<file path="config.mk">
export PLATFORM = sky130hd
export DESIGN_NAME = sorted_rank_list_core
export DESIGN_NICKNAME = d
export VERILOG_FILES = /design/src/srl_pkg.sv /design/src/srl_cell.sv /design/src/sorted_rank_list_core.sv
export SDC_FILE = /design/constraint.sdc
export NUM_CORES = 2
export LEC_CHECK = 0
export ABC_AREA = 1
export CAP_MARGIN = 20
export CELL_PAD_IN_SITES_DETAIL_PLACEMENT = 1
export CELL_PAD_IN_SITES_GLOBAL_PLACEMENT = 1
export CORE_ASPECT_RATIO = 1.4
export CORE_MARGIN = 10
export CORE_UTILIZATION = 53
export CTS_CLUSTER_SIZE = 25
export DETAILED_ROUTE_END_ITERATION = 10
export DONT_BUFFER_PORTS = 1
export PLACE_DENSITY_LB_ADDON = 0.1
export SETUP_SLACK_MARGIN = 0.02
export SYNTH_ARGS = -nofsm -noshare
export SYNTH_HDL_FRONTEND = slang
export SYNTH_HIERARCHICAL = 1
export SYNTH_SLANG_ARGS = --single-unit
export TNS_END_PERCENT = 5
</file>
<file path="constraint.sdc">
create_clock -name i_clk -period 13.56 [get_ports i_clk]
set_clock_uncertainty 0.1 [all_clocks]
set_input_delay 2.712 -clock i_clk [delete_from_list [all_inputs] [get_ports i_clk]]
set_output_delay 2.712 -clock i_clk [all_outputs]
set_load 0.02 [all_outputs]
</file>
<file path="src/srl_pkg.sv">
`default_nettype none

package srl_pkg;

    localparam int SCORE_W = 32;
    localparam int TAG_W   = 32;
    localparam int RANK_W  = 5;
    localparam int COUNT_W = 5;

    typedef logic signed [SCORE_W-1:0] t_score;
    typedef logic [TAG_W-1:0]          t_tag;
    typedef logic [RANK_W-1:0]         t_rank;

    localparam logic CMD_INSERT = 1'b0;
    localparam logic CMD_QUERY  = 1'b1;

    typedef enum logic [2:0] {
        STAT_INSERTED  = 3'd0,
        STAT_DUPLICATE = 3'd1,
        STAT_FULL      = 3'd2,
        STAT_FOUND     = 3'd3,
        STAT_EMPTY     = 3'd4
    } t_status;

    typedef enum logic {
        ST_IDLE  = 1'b0,
        ST_APPLY = 1'b1
    } t_state;

    typedef struct packed {
        t_score score;
        t_tag   tag;
    } t_entry;

    typedef struct packed {
        logic   command;
        t_score score;
        t_tag   payload_tag;
    } t_in_item;

    typedef struct packed {
        t_status              status;
        t_score               found_score;
        t_tag                 found_tag;
        logic [COUNT_W-1:0]   entry_count;
    } t_out_item;

    // Per-cell flags, sampled while the item is taken in.
    typedef struct packed {
        logic ins;
        logic eq;
        logic hit;
    } t_cell_flags;

endpackage

`default_nettype wire

</file>
<file path="src/srl_cell.sv">
`default_nettype none

module srl_cell #(
    parameter int IDX = 0
) (
    input  logic                 i_clk,
    input  logic                 i_rst_n,
    input  logic                 i_capture,
    input  logic                 i_commit,
    input  srl_pkg::t_score      i_key,
    input  srl_pkg::t_rank       i_rank_idx,
    input  srl_pkg::t_entry      i_new,
    input  srl_pkg::t_entry      i_prev,
    input  logic                 i_prev_valid,
    input  logic                 i_prev_ins,
    output srl_pkg::t_entry      o_entry,
    output logic                 o_valid,
    output srl_pkg::t_cell_flags o_flags
);
    import srl_pkg::*;

    logic        r_valid;
    t_entry      r_entry;
    t_cell_flags r_flags;
    t_cell_flags n_flags;

    // An empty cell or a lower score marks where the new entry goes or below.
    always_comb begin
        n_flags.ins = !r_valid || (r_entry.score < i_key);
        n_flags.eq  = r_valid && (r_entry.score == i_key);
        n_flags.hit = r_valid && (IDX == int'(i_rank_idx));
    end

    always_ff @(posedge i_clk) begin
        if (!i_rst_n) begin
            r_valid <= 1'b0;
            r_flags <= '0;
        end else begin
            if (i_capture) begin
                r_flags <= n_flags;
            end
            if (i_commit) begin
                priority if (i_prev_ins) begin
                    r_valid <= i_prev_valid;
                end else if (r_flags.ins) begin
                    r_valid <= 1'b1;
                end else begin
                    r_valid <= r_valid;
                end
            end
        end
    end

    // Shift down from the neighbor above, or take the new entry at the split.
    always_ff @(posedge i_clk) begin
        if (i_commit) begin
            priority if (i_prev_ins) begin
                r_entry <= i_prev;
            end else if (r_flags.ins) begin
                r_entry <= i_new;
            end else begin
                r_entry <= r_entry;
            end
        end
    end

    assign o_entry = r_entry;
    assign o_valid = r_valid;
    assign o_flags = r_flags;

endmodule

`default_nettype wire

</file>
<file path="src/sorted_rank_list_core.sv">
// Items are taken one at a time: no new item is accepted until the result of the
// last one is loaded into the output register. Taking an item in samples the
// per-cell compare flags; the apply state then commits the shift along the cell
// chain and loads the result. A stalled output holds the apply state.
// Reset (synchronous, active low) empties the list, clears the entry count and
// sets the rank register to 1. Configuration writes are taken every cycle.
`default_nettype none

module sorted_rank_list_core #(
    parameter int CAPACITY = 16
) (
    input  logic               i_clk,
    input  logic               i_rst_n,
    input  logic               i_cfg_valid,
    output logic               o_cfg_ready,
    input  srl_pkg::t_rank     i_cfg_win_rank,
    input  logic               i_in_valid,
    output logic               o_in_ready,
    input  srl_pkg::t_in_item  i_in_item,
    output logic               o_out_valid,
    input  logic               i_out_ready,
    output srl_pkg::t_out_item o_out_item
);
    import srl_pkg::*;

    localparam int CNT_W = $clog2(CAPACITY + 1);

    t_state             r_state, n_state;
    t_in_item           r_item;
    t_rank              r_win_rank;
    logic [CNT_W-1:0]   r_count, n_count;
    logic               r_out_valid, n_out_valid;
    t_out_item          r_out, n_out;

    logic               w_capture;
    logic               w_commit;
    logic               w_apply;
    t_rank              w_rank_idx;
    t_entry             w_new;
    t_entry             w_entry [CAPACITY];
    logic [CAPACITY-1:0] w_valid;
    t_cell_flags        w_flags [CAPACITY];
    logic               w_dup;
    logic               w_full;
    logic               w_found;
    t_entry             w_found_entry;

    assign w_rank_idx = (r_win_rank == '0) ? '0 : r_win_rank - t_rank'(1);
    assign w_new      = '{score: r_item.score, tag: r_item.payload_tag};
    assign w_capture  = i_in_valid && o_in_ready;

    genvar gi;
    generate
        for (gi = 0; gi < CAPACITY; gi++) begin : g_cell
            t_entry w_prev;
            logic   w_prev_valid;
            logic   w_prev_ins;
            if (gi == 0) begin : g_head
                assign w_prev       = w_new;
                assign w_prev_valid = 1'b0;
                assign w_prev_ins   = 1'b0;
            end else begin : g_body
                assign w_prev       = w_entry[gi-1];
                assign w_prev_valid = w_valid[gi-1];
                assign w_prev_ins   = w_flags[gi-1].ins;
            end
            srl_cell #(
                .IDX (gi)
            ) u_cell (
                .i_clk        (i_clk),
                .i_rst_n      (i_rst_n),
                .i_capture    (w_capture),
                .i_commit     (w_commit),
                .i_key        (i_in_item.score),
                .i_rank_idx   (w_rank_idx),
                .i_new        (w_new),
                .i_prev       (w_prev),
                .i_prev_valid (w_prev_valid),
                .i_prev_ins   (w_prev_ins),
                .o_entry      (w_entry[gi]),
                .o_valid      (w_valid[gi]),
                .o_flags      (w_flags[gi])
            );
        end
    endgenerate

    // Gather duplicate and rank hit across the chain; at most one cell hits.
    always_comb begin
        w_dup         = 1'b0;
        w_found       = 1'b0;
        w_found_entry = '0;
        for (int i = 0; i < CAPACITY; i++) begin
            w_dup         = w_dup | w_flags[i].eq;
            w_found       = w_found | w_flags[i].hit;
            w_found_entry = w_found_entry | (w_flags[i].hit ? w_entry[i] : '0);
        end
    end

    assign w_full = (r_count == CNT_W'(CAPACITY));

    always_comb begin
        n_state     = r_state;
        n_count     = r_count;
        n_out_valid = r_out_valid && !i_out_ready;
        n_out       = r_out;
        o_in_ready  = 1'b0;
        w_apply     = 1'b0;
        w_commit    = 1'b0;
        unique case (r_state)
            ST_IDLE: begin
                o_in_ready = 1'b1;
                if (i_in_valid) begin
                    n_state = ST_APPLY;
                end
            end
            ST_APPLY: begin
                // Hold until the output register is free or being drained.
                w_apply = !r_out_valid || i_out_ready;
                if (w_apply) begin
                    n_state           = ST_IDLE;
                    n_out_valid       = 1'b1;
                    n_out.found_score = '0;
                    n_out.found_tag   = '0;
                    if (r_item.command == CMD_INSERT) begin
                        priority if (w_dup) begin
                            n_out.status = STAT_DUPLICATE;
                        end else if (w_full) begin
                            n_out.status = STAT_FULL;
                        end else begin
                            n_out.status = STAT_INSERTED;
                            w_commit     = 1'b1;
                            n_count      = r_count + CNT_W'(1);
                        end
                    end else if (w_found) begin
                        n_out.status      = STAT_FOUND;
                        n_out.found_score = w_found_entry.score;
                        n_out.found_tag   = w_found_entry.tag;
                    end else begin
                        n_out.status = STAT_EMPTY;
                    end
                    n_out.entry_count = COUNT_W'(n_count);
                end
            end
            default: begin
                n_state = ST_IDLE;
            end
        endcase
    end

    always_ff @(posedge i_clk) begin
        if (!i_rst_n) begin
            r_state     <= ST_IDLE;
            r_count     <= '0;
            r_out_valid <= 1'b0;
            r_win_rank  <= t_rank'(1);
        end else begin
            r_state     <= n_state;
            r_count     <= n_count;
            r_out_valid <= n_out_valid;
            if (i_cfg_valid) begin
                r_win_rank <= i_cfg_win_rank;
            end
        end
    end

    always_ff @(posedge i_clk) begin
        if (w_capture) begin
            r_item <= i_in_item;
        end
        if (w_apply) begin
            r_out <= n_out;
        end
    end

    assign o_cfg_ready = 1'b1;
    assign o_out_valid = r_out_valid;
    assign o_out_item  = r_out;

endmodule

`default_nettype wire

</file>
### Word-level counts from Yosys, hierarchy flattened

Index checks and enable logic that the tools add are counted.

* bits in registers: 1237
* input port bits: 75
* output and inout bits: 75
* word-level logic and storage cells: 404

* add/sub/neg operators: 2
* $lt $le $gt $ge: 16
* eq/ne operators: 32
* mux-type cells: 96
* bitwise logic cells: 46
* reduce and logical (&&, ||, !) cells: 105

Operator list (count)
* 2-to-1 mux 64 bit: 46
* bitwise OR 64 bit: 15
* equality test 32 bit: 16
* less-than comparator 32 bit: 16
* 2-to-1 mux 1 bit: 41
* equality test 5 bit (first input constant): 8
* AND reduction 2 bit: 18
* logical AND 1 bit: 34
* bitwise OR 1 bit: 30
* nonzero test 2 bit: 15
* equality test 4 x 5 -> 1 bit (first input constant): 4
* 2-to-1 mux 5 bit: 4
* logical NOT 1 bit: 18
* logical OR 1 bit: 17
* equality test 3 x 5 -> 1 bit (first input constant): 2
* logical NOT 5 bit: 2
* 2-to-1 mux 3 bit: 2
* adder 5 x 1 -> 5 bit (second input constant): 1
* equality test 2 x 5 -> 1 bit (first input constant): 1
* equality test 5 bit (second input constant): 1
* subtractor 5 x 1 -> 5 bit (second input constant): 1
* 2-to-1 mux 2 bit: 2
* AND reduction 3 bit: 1
* one-hot mux 1 bit (2 select lines): 1
* NOT 1 bit: 1

### Logic depth before layout (Yosys ltp)

* depth after elaboration: 20
* gate-level depth with buffers: 16
* mapped depth without buffers: 16

### By module

The synthesis kept the hierarchy.

By module, submodules not included
* sorted_rank_list_core: times used 1, cells each 1801, area each 11846.4 um^2, sequential area each 4354.2 um^2
* srl_cell at g_cell[5].u_cell ...: times used 3, cells each 438, area each 3751.1 um^2, sequential area each 2001.9 um^2
* srl_cell at g_cell[13].u_cell ...: times used 2, cells each 439, area each 3751.1 um^2, sequential area each 2001.9 um^2
* srl_cell at g_cell[4].u_cell ...: times used 2, cells each 438, area each 3749.8 um^2, sequential area each 2001.9 um^2
* srl_cell at g_cell[1].u_cell ...: times used 2, cells each 438, area each 3748.6 um^2, sequential area each 2001.9 um^2
* srl_cell at g_cell[12].u_cell ...: times used 2, cells each 438, area each 3747.3 um^2, sequential area each 2001.9 um^2
* srl_cell at g_cell[7].u_cell: times used 1, cells each 437, area each 3747.3 um^2, sequential area each 2001.9 um^2
* srl_cell at g_cell[10].u_cell: times used 1, cells each 438, area each 3744.8 um^2, sequential area each 2001.9 um^2
* srl_cell at g_cell[3].u_cell: times used 1, cells each 437, area each 3744.8 um^2, sequential area each 2001.9 um^2
* srl_cell at g_cell[0].u_cell: times used 1, cells each 438, area each 3741.1 um^2, sequential area each 2001.9 um^2
* srl_cell at g_cell[11].u_cell: times used 1, cells each 437, area each 3741.1 um^2, sequential area each 2001.9 um^2

### Worst setup path before layout

No wires, ideal clock.

* path type: input to register
* start point: input i_in_valid
* end point: register g_cell[0].u_cell.r_flags (netlist bit g_cell[0].u_cell/o_flags[1])
* setup time: 0.070 ns
* arrival: 7.702 ns
* data required time: 13.390 ns
* setup slack: 5.688 ns
* cell stages on the path: 6
* buffers on the path: 0
* path through: inv_1 -> nor2_1 -> nand2_1 -> nor3_1 -> nand4_1 -> a21oi_1

* word-level cells in the longest chain between the ends: 1

Ends and longest elaborated chain
* start, declared: line sorted_rank_list_core.sv:17 `input logic i_in_valid,`
* logical AND 1 bit: line sorted_rank_list_core.sv:50 `assign w_capture = i_in_valid && o_in_ready;`
* named net w_capture: line sorted_rank_list_core.sv:35 `logic w_capture;`
* end signal, assigned: line srl_cell.sv:40 `r_flags <= n_flags;`
* end, declared: line srl_cell.sv:24 `t_cell_flags r_flags;`

The timed path passes the listed nets, and every way through them passes these cells.
A chain may end at the register's enable or synchronous reset.

### Worst setup path after layout

* start point: input i_out_ready
* end point: register g_cell[12].u_cell.r_entry (netlist bit g_cell[12].u_cell/o_entry[5]), enable pin

* word-level cells in the longest chain between the ends: 4

Ends and longest elaborated chain
* start, declared: line sorted_rank_list_core.sv:21 `input logic i_out_ready,`
* logical OR 1 bit: line sorted_rank_list_core.sv:118 `w_apply = !r_out_valid || i_out_ready;`
* 2-to-1 mux 1 bit: line sorted_rank_list_core.sv:119 `if (w_apply) begin`
* 2-to-1 mux 1 bit: line sorted_rank_list_core.sv:109 `unique case (r_state)`
* named net w_commit: line sorted_rank_list_core.sv:36 `logic w_commit;`
* AND reduction 2 bit (no line)
* end signal, assigned: line srl_cell.sv:58 `r_entry <= i_prev;`
* end signal, assigned: line srl_cell.sv:60 `r_entry <= i_new;`
* end signal, assigned: line srl_cell.sv:62 `r_entry <= r_entry;`
* end, declared: line srl_cell.sv:23 `t_entry r_entry;`

The timed path passes the listed nets, and every way through them passes these cells.

==> flow_metrics.env <==
export IMPL_track_usage_pct=36.3
export IMPL_globalRouteMet1Util_pct=41.8
export IMPL_ys_warn_count=6
export IMPL_layout_nets=9261
export IMPL_fin_crit_ns=4.98
export IMPL_synth_top_area_share_pct=48.5
export IMPL_worstPathRequired_ns=13.88
export IMPL_synth_cell_type_count=40
export IMPL_netlist_area_um2=71800
export IMPL_wirelength_mm=280
export IMPL_crit_type="input pin to flop"
export IMPL_synth_commonest_cells="4,645 x nand2_1, 1,161 x edfxtp_1, 762 x inv_1, 515 x ha_1, 315 x a21oi_1"
export IMPL_fill_cells=16300
export IMPL_grt_setup_unrepaired="no"
export IMPL_cts_root_buffer="clkbuf_16"
export IMPL_setup_tns_ns=0
export IMPL_rrSetupSlack_ns=9.58
export IMPL_numCtsBuffers=133
export IMPL_cts_resized=0
export IMPL_place_gp_congestion=0.934
export IMPL_worstMarginPinSlew_ns=1.20
export IMPL_critical_path_max_fanout=40
export IMPL_async_reset_ff_share_pct=0
export IMPL_ys_seq_elements=1237
export IMPL_power_density_nw_per_um2=120
export IMPL_avgViaCountPerCell=6.09
export IMPL_ys_seq_area_share_pct=50.7
export IMPL_hold_path_class="flop to flop"
export IMPL_antenna_found_initial=7
export IMPL_cts_setup_buffers=0
export IMPL_min_period_over_period_pct=36.7
export IMPL_maxSlewViolCount=0
export IMPL_synth_edf_count=1161
export IMPL_drive_gt1_share_pct=4.31
export IMPL_min_path_cells=2
export IMPL_die_area_um2=151000
export IMPL_synth_cells=8808
export IMPL_path_buf_inv=4
export IMPL_ant_nets=0
export IMPL_fmax_mhz=201
export IMPL_num_vias=64200
export IMPL_ir_worst_vdd_mv=0.131
export IMPL_slew_headroom_pct=19.9
export IMPL_cp_data_arrival_time_ns=5.30
export IMPL_die_x_um=331
export IMPL_setup_viol=0
export IMPL_grt_met3_usage_pct=6.66
export IMPL_cp_top_family="buffers and inverters"
export IMPL_r2r_cells=9
export IMPL_path_cells="inv_1 -> nand2_1 -> nand2_1 -> nor2_2 -> buf_4 -> inv_1 -> nor2_4 -> buf_4"
export IMPL_grt_max_degree=71
export IMPL_min_to="g_cell[0].u_cell/o_flags[1]"
export IMPL_grt_remaining_overflow=0
export IMPL_initial_utilization_pct=53.4
export IMPL_drt_first_pass_iters=5
export IMPL_leakagePower_nw=35.6
export IMPL_cts_clk_slew_worst_paths_ns=0.06
export IMPL_synth_area_leaders="edfxtp_1 49%, nand2_1 24%, ha_1 9.0%"
export IMPL_synth_flop_cell="edfxtp_1"
export IMPL_clk_latency_ns=0.80
export IMPL_status="finished, final reports clean"
export IMPL_use_met2_pct=61.2
export IMPL_worstHoldStart="g_cell[0].u_cell/o_flags[1]"
export IMPL_critPathLaunchType="input pin"
export IMPL_drv_cap=0
export IMPL_grt_pass1_wl_mm=412
export IMPL_hold_viol=0
export IMPL_grt_pass1_vias=67700
export IMPL_critPathSlowestCell="nor2_4"
export IMPL_drc=0
export IMPL_die_height_um=456
export IMPL_cts_tree="built"
export IMPL_core_area_um2=134000
export IMPL_ioPinCount=150
export IMPL_htree_levels=4
export IMPL_cts_hold_buf=0
export IMPL_row_count=159
export IMPL_r2r_end="g_cell[12].u_cell/o_entry[5]"
export IMPL_synth_most_common_cell="nand2_1"
export IMPL_io_buffers=0
export IMPL_cts_buffer_depth=3
export IMPL_yosys_area_top_type="edfxtp_1"
export IMPL_power_mw=9.24
export IMPL_drt_iter0_drc=5949
export IMPL_routedWlPerCell_um=26.6
export IMPL_r2r_start="r_count[0]"
export IMPL_max_stage_delay_ns=0.84
export IMPL_cp_end_kind="flop"
export IMPL_startpoint="i_out_ready"
export IMPL_clock_sinks=1237
export IMPL_dp_hpwl_mm=188
export IMPL_avgSynthCellArea_um2=8.15
export IMPL_area_delta_synth_final_pct=7.61
export IMPL_top_usage_layer="met2"
## per-layer routing
layer / vias to the layer above / share of wire (%) / wire [um]
met4: 0 / 7.5 / 21100
li1: 28200 / - / -
met5: - / 0 / 0
met1: 31700 / 36 / 100000
met2: 3266 / 48 / 135000
met3: 1049 / 8.5 / 23800
## power breakdown
group	switching [mW]	internal, mW	total [mW]
registers	0.232	4.38	4.61
logic	0.750	0.295	1.04
clock network	1.58	2.00	3.58
## state kept, by name, summed over array words and instances, names as in the netlist
| register | flops |
|---|---|
| g_cell.w_prev | 64 |
| g_cell.u_cell/o_flags | 48 |
| o_out_valid | 1 |
| g_cell.u_cell/o_entry | 1024 |
| r_item | 1 |
| g_cell.u_cell/o_valid | 16 |
| r_win_rank | 5 |
| r_state | 1 |
| o_out_item | 72 |
| r_count | 5 |
## worst max-delay path by stage
stage,to,depth (start not counted)
finish,g_cell[12].u_cell/o_entry[5],8
global route,g_cell[13].u_cell/o_entry[1],8
CTS,g_cell[13].u_cell/o_entry[7],8
detailed placement,g_cell[13].u_cell/o_entry[4],8
global placement,g_cell[6].u_cell/o_entry[36],8
floorplan,g_cell[0].u_cell/o_flags[1],6
## through the flow
| step | hold WS, ns | cells | cell area [um2] | setup slack (ns) | utilization (%) |
|---|---|---|---|---|---|
| after floorplan | 0.337 | 8811 | 71800 | 5.69 | - |
| after detailed placement | 0.361 | 10300 | 73200 | 7.85 | 54.4 |
| final | 0.369 | 10500 | 77300 | 8.58 | 57.5 |
| after global routing | 0.386 | 10500 | 77300 | 8.52 | 57.5 |
| after global placement | 0.351 | 10300 | 73200 | 7.73 | 54.4 |
| after CTS | 0.370 | 10500 | 77300 | 8.69 | 57.5 |
## layout by cell type, fill, tap and decap left out, types with 40 or more instances in the layout
master,synthesis,layout
dfxtp_1,76,45
clkbuf_16,0,139
inv_1,762,746
buf_4,1,68
a21oi_1,315,314
ha_1,515,515
clkinv_1,29,58
nand4_1,190,190
nor2_1,237,219
edfxtp_1,1161,1161
nand3_1,160,160
nand2_1,4645,4644
o21ai_0,74,74
nor3_1,92,92
a221oi_1,40,40
## logic make-up (layout without fill, tap and decap cells)
| kind of cell | count (synthesis) | after routing | synth area share [%] |
|---|---|---|---|
| AND/OR/NAND/NOR | 5415 | 5415 | 29.9 |
| XOR/XNOR | 3 | 3 | 0.0366 |
| adder cells (fa/ha/maj) | 515 | 515 | 8.97 |
| buffers and inverters | 1135 | 1090 | 6.42 |
| other | 2 | 10 | 0.0105 |
| AO/OA/AOI/OAI | 501 | 501 | 3.99 |
| flip-flops | 1237 | 1237 | 50.7 |
## worst register-to-register path, delay by kind of cell (launching register included)
kind | cells | cell delay, ns
fa+ha+maj | 1 | 0.21
buf+inv | 4 | 1.38
flops | 1 | 0.41
simple gates | 4 | 1.40
## area by class of cell
class                           instances  area [um2]  area share, %
Multi-Input combinational cell       6439       31000           40.1
Inverter                              791        2990           3.87
Timing Repair Buffer                   69         531          0.687
Tap cell                             1771        2220           2.87
Clock inverter                         52         399          0.517
Antenna cell                            5        12.5         0.0162
Sequential cell                      1237       36500           47.2
Clock buffer                          178        3650           4.73
Note: power is estimated with default switching activity, not from simulation.
